==> src/rtl/rise_pkg.sv <==
package rise_pkg;

  // Default bin depth
  localparam int unsigned BinSizeDefault = 64;

  // Field widths
  localparam int unsigned DistW   = 31;
  localparam int unsigned ShaderW = 32;
  localparam int unsigned HashW   = 64;
  localparam int unsigned TexW    = 32;
  localparam int unsigned HandleW = 16;
  localparam int unsigned PosW    = 6;
  localparam int unsigned ModeW   = 3;
  localparam int unsigned KeyW    = ShaderW + HashW + TexW + DistW;

  // Sort mode codes
  localparam logic [ModeW-1:0] ModeNone       = 3'd0;
  localparam logic [ModeW-1:0] ModeBackFront  = 3'd1;
  localparam logic [ModeW-1:0] ModeFrontBack  = 3'd2;
  localparam logic [ModeW-1:0] ModeFrontTrans = 3'd3;
  localparam logic [ModeW-1:0] ModeByState    = 3'd4;

  typedef logic [KeyW-1:0] key_t;

  // One bin slot: sort key plus the handle it carries
  typedef struct packed {
    logic               valid;
    key_t               key;
    logic [HandleW-1:0] handle;
  } entry_t;

  // Chain-wide control, the same for every cell
  typedef struct packed {
    logic insert;  // place the broadcast entry this cycle
    logic shift;   // move every slot one step toward the head
  } ctrl_t;

  typedef enum logic {
    ST_FILL,
    ST_DRAIN
  } state_e;

  // Fold the mode into one unsigned key: a strictly smaller key goes first.
  // Modes without ordering give every item the same key, so arrival order holds.
  function automatic key_t make_key(
    input logic [ModeW-1:0]   mode,
    input logic [DistW-1:0]   dist_sq,
    input logic               transp,
    input logic [ShaderW-1:0] shader,
    input logic [HashW-1:0]   hash,
    input logic [TexW-1:0]    tex
  );
    key_t k;
    k = '0;
    case (mode)
      ModeBackFront:  k = {{(KeyW-DistW){1'b0}}, ~dist_sq};
      ModeFrontBack:  k = {{(KeyW-DistW){1'b0}}, dist_sq};
      ModeFrontTrans: k = {{(KeyW-DistW-1){1'b0}}, transp, dist_sq};
      ModeByState:    k = {shader, hash, tex, dist_sq};
      default:        k = '0;
    endcase
    return k;
  endfunction

endpackage

==> src/rtl/rise_cell.sv <==
module rise_cell (
  input  logic            clk_i,
  input  logic            rst_ni,
  input  rise_pkg::ctrl_t ctrl_i,
  input  rise_pkg::entry_t new_i,    // broadcast incoming entry
  input  rise_pkg::entry_t prev_i,   // neighbor toward the head
  input  logic            prev_ins_i,
  input  rise_pkg::entry_t next_i,   // neighbor toward the tail
  output rise_pkg::entry_t entry_o,
  output logic            ins_o
);

  logic               valid_q, valid_d;
  rise_pkg::key_t     key_q, key_d;
  logic [rise_pkg::HandleW-1:0] handle_q, handle_d;

  // New entry lands here or above: empty slot, or new key strictly smaller
  assign ins_o = !valid_q || (new_i.key < key_q);

  // Keep, take the new entry, or take a neighbor's
  always_comb begin
    valid_d  = valid_q;
    key_d    = key_q;
    handle_d = handle_q;
    if (ctrl_i.shift) begin
      valid_d  = next_i.valid;
      key_d    = next_i.key;
      handle_d = next_i.handle;
    end else if (ctrl_i.insert && ins_o) begin
      if (prev_ins_i) begin
        valid_d  = prev_i.valid;
        key_d    = prev_i.key;
        handle_d = prev_i.handle;
      end else begin
        valid_d  = 1'b1;
        key_d    = new_i.key;
        handle_d = new_i.handle;
      end
    end
  end

  always_ff @(posedge clk_i or negedge rst_ni) begin
    if (!rst_ni) begin
      valid_q <= 1'b0;
    end else begin
      valid_q <= valid_d;
    end
  end

  always_ff @(posedge clk_i) begin
    key_q    <= key_d;
    handle_q <= handle_d;
  end

  assign entry_o = '{valid: valid_q, key: key_q, handle: handle_q};

endmodule

==> config.mk <==
export PLATFORM = sky130hd
export DESIGN_NAME = rise_cell
export DESIGN_NICKNAME = d
export VERILOG_FILES = /design/src/rtl/rise_pkg.sv /design/src/rtl/rise_cell.sv
export SDC_FILE = /design/constraint.sdc
export NUM_CORES = 1
export LEC_CHECK = 0
export BUFFER_PORTS_ARGS = -buffer_cell sky130_fd_sc_hd__buf_2
export CORE_AREA = 2 2 279 281
export DETAILED_ROUTE_END_ITERATION = 6
export DIE_AREA = 0 0 281 283
export SETUP_SLACK_MARGIN = 0.5
export SLEW_MARGIN = 5
export SYNTH_ARGS = -nofsm -noshare
export SYNTH_HDL_FRONTEND = slang
export SYNTH_SLANG_ARGS = --single-unit
==> constraint.sdc <==
create_clock -name clk_i -period 24.5 [get_ports clk_i]
set_clock_uncertainty 0.15 [all_clocks]
set_input_delay 1.225 -clock clk_i [delete_from_list [all_inputs] [get_ports clk_i]]
set_output_delay 1.225 -clock clk_i [all_outputs]
set_load 0.02 [all_outputs]
==> metrics.md <==
| Metric | Value |
|---|---|
| Largest net degree at the start of global routing | `117` |
| Clock share of power | `27.8%` |
| CTS tree | `built` |
| Post-CTS Setup Bufs | `0` |
| Die area | `79,500 um^2` |
| Placed Cells | `3,037` |
| Mapped Area | `12,900 um^2` |
| Final instance area | `18,200 um^2` |
| Worst rel slew slack | `34.4%` |
| Worst VDD drop | `0.0000411 V` |
| Power Dens Cells | `55.4 nW/um^2` |
| Crit-path max FO | `116` |
| Clk slew on worst S/H paths | `70 ps` |
| Leakage power | `9.04 nW` |
| Vias in the first global route | `12,100` |
| Ys async rst share | `0.568%` |
| Type of the worst setup path | `in2reg` |
| Vias per Instance | `4.02` |
| Post_cts resized | `0` |
| Chip width | `281 um` |
| Period minus WS final | `5780 ps` |
| Initial DRT Pass Iterations | `7` |
| Tcrit/Tclk final | `23.6%` |
| Mean post-synth cell area | `9.60 um^2` |
| Hold-fix buffers, CTS | `0` |
| Clk sinks | `176` |
| Most frequent cells in the layout | `buf_2, nand2_1, o21ai_0, mux2i_1, edfxtp_1` |
| Post-route setup TNS | `0 ps` |
| Final hold slack | `373 ps` |
| Post-synth EDFFs | `175` |
| Io pins | `710` |
| DP Area | `17,600 um^2` |
| Internal power consumption | `0.645 mW` |
| MaxCap Viol Count | `0` |
| Status | `completed` |
| Initial drt markers | `424` |
| Post-DP HPWL | `44,300 um` |
| Crit end category | `flop` |
| Yosys reg bits | `176` |
| Max-slew violations | `0` |
| DRT antenna net count | `0` |
| Flop pwr share | `39.9%` |
| Netlist cell types | `46` |
| RSZ-0062 raised after global routing | `false` |
| Global-route wire length before repair | `73,900 um` |
| H-Tree Depth | `4` |
| Final nets | `2,707` |
| Combinational Power Share | `32.3%` |
| Final hold viol count | `0` |
| GRT Total Usage | `12.7%` |
| Commonest register cell after synthesis | `edfxtp_1` |
| Initial antenna violation count | `10` |
| Critical path required time | `24,450 ps` |
| Slew @ Worst Pin | `984 ps` |
| Total global routing overflow | `0` |
| Worst Hold Class | `in2async` |
| Ratio of cells with drive above 1 in the final layout | `37.2%` |
| Startpoint Class | `input pin` |
| Total Routed Length | `52,400 um` |
| Die H | `283 um` |
| Synth Net Count | `2,032` |
| Placer Congestion | `0.863` |
| Wire per inst | `17.0 um` |
| Residual DRC count | `0` |
| Syn. warnings | `0` |
| Sequential area share after synthesis | `41.0%` |
| Worst EP arrival | `5720 ps` |
| Site row count | `102` |
| Clk buf depth | `2` |
| R2r setup slk | `19,240 ps` |
| Final setup fails | `0` |
| Clock buffer count from CTS | `17` |
| Initial core utilization | `16.8%` |
| Post-route insts no fill | `3,071` |
| Clock latency on the worst-skew pair | `480 ps` |
| Port bufs | `708` |
| Total power draw | `1.01 mW` |
| Commonest non-fill, non-tap cell in the layout | `buf_2` |
| Switch Pwr | `0.360 mW` |
| Mapped Cells | `1,341` |
| Vias after detailed routing | `12,300` |
| Switching Share | `35.8%` |
| Fmax | `0.173 GHz` |
| Root Buffer | `clkbuf_16` |
| Area Growth Syn to Fin | `41.1%` |
| Area of the core | `76,700 um^2` |
## path summary, 6_finish.rpt
path                                      from                  end  depth (start not counted)
max                                  new_i[82]  key_q[21]$_DFFE_PP_                         12
min                                     rst_ni  valid_q$_DFFE_PN0P_                          1
max reg2reg                key_q[66]$_DFFE_PP_  key_q[21]$_DFFE_PP_                         12
min reg2reg                valid_q$_DFFE_PN0P_  valid_q$_DFFE_PN0P_                          3
max in group asynchronous               rst_ni  valid_q$_DFFE_PN0P_                          1
min in group clk_i         valid_q$_DFFE_PN0P_  valid_q$_DFFE_PN0P_                          3
## per-layer routing
metal  up-vias  GRT usage (%)  part of all wire, %  wire length [um]
met3        51           4.34                  8.2              4270
met5         -              0                0.092                48
li1       6156              -                    -                 -
met1      5625           13.8                   40             20900
met2       499           22.7                   49             25700
met4         8           4.47                  2.7              1410
## synth_stat cells, types with 2 or more instances
| master | number | area (um^2) |
|---|---|---|
| nand2b_1 | 4 | 25.0 |
| a211oi_1 | 7 | 52.6 |
| and4_1 | 3 | 26.3 |
| o21a_1 | 2 | 15.0 |
| o21ai_0 | 197 | 986 |
| buf_1 | 13 | 48.8 |
| o2111ai_1 | 2 | 17.5 |
| nor3_1 | 9 | 45.0 |
| a21oi_2 | 2 | 17.5 |
| ha_1 | 158 | 1980 |
| inv_1 | 163 | 612 |
| mux2i_1 | 175 | 1750 |
| nor2b_1 | 2 | 12.5 |
| nor4_1 | 7 | 43.8 |
| nand3_1 | 13 | 65.1 |
| o21bai_1 | 2 | 15.0 |
| clkbuf_1 | 45 | 169 |
| edfxtp_1 | 175 | 5260 |
| a21oi_1 | 66 | 330 |
| nand4_1 | 34 | 213 |
| nand2_1 | 213 | 800 |
| a221oi_1 | 4 | 35.0 |
| a21o_1 | 9 | 67.6 |
| nor2_1 | 12 | 45.0 |
| o21ai_1 | 3 | 15.0 |
## logic make-up after synthesis
| logic type | count (synthesis) | share of synthesized area, % |
|---|---|---|
| buffers and inverters | 223 | 6.59 |
| multiplexers | 175 | 13.6 |
| AND/OR/NAND/NOR | 302 | 10.3 |
| flip-flops | 176 | 41.0 |
| AO/OA/AOI/OAI | 307 | 13.1 |
| adder cells (fa/ha/maj) | 158 | 15.4 |
## sequential cells by signal, summed over array words and instances, names as in the netlist
register  flops
handle_q     16
valid_q       1
key_q       159
## area by class of cell
cell class / count / area, um^2
clock inverters: 13 / 130
clock buffers: 18 / 429
fillers: 8367 / 58500
multi-input cells: 942 / 6760
well taps: 1040 / 1300
repair buffers: 716 / 3640
inverters: 163 / 612
diodes: 3 / 7.51
flip-flops and latches: 176 / 5280
## per-stage QoR
step | worst slack [ps] | util [%]
final | 18720 | 23.7
after global routing | 18570 | 23.7
after CTS | 18700 | 23.7
after detailed placement | 18160 | 22.9
after global placement | 18180 | 22.9
after floorplan | 11760 | -
## worst max-delay path, cell delays in order
cell,delay (ps)
buf_2,120
ha_1,320
a21oi_1,140
o21ai_0,170
a221oi_1,620
o31ai_1,230
a21o_2,340
a2111oi_4,490
o21ai_2,240
a31oi_4,260
buf_12,510
buf_4,770
## power by group through the flow
stage                     clock [mW]  combinational, mW  sequential (mW)
after CTS                      0.298              0.329            0.402
after detailed placement           0              0.328            0.409
final                          0.280              0.324            0.401
after floorplan                    0              0.134            0.462
after global routing           0.304              0.359            0.407
after global placement             0              0.324            0.407
(Power assumes the default switching activity.)
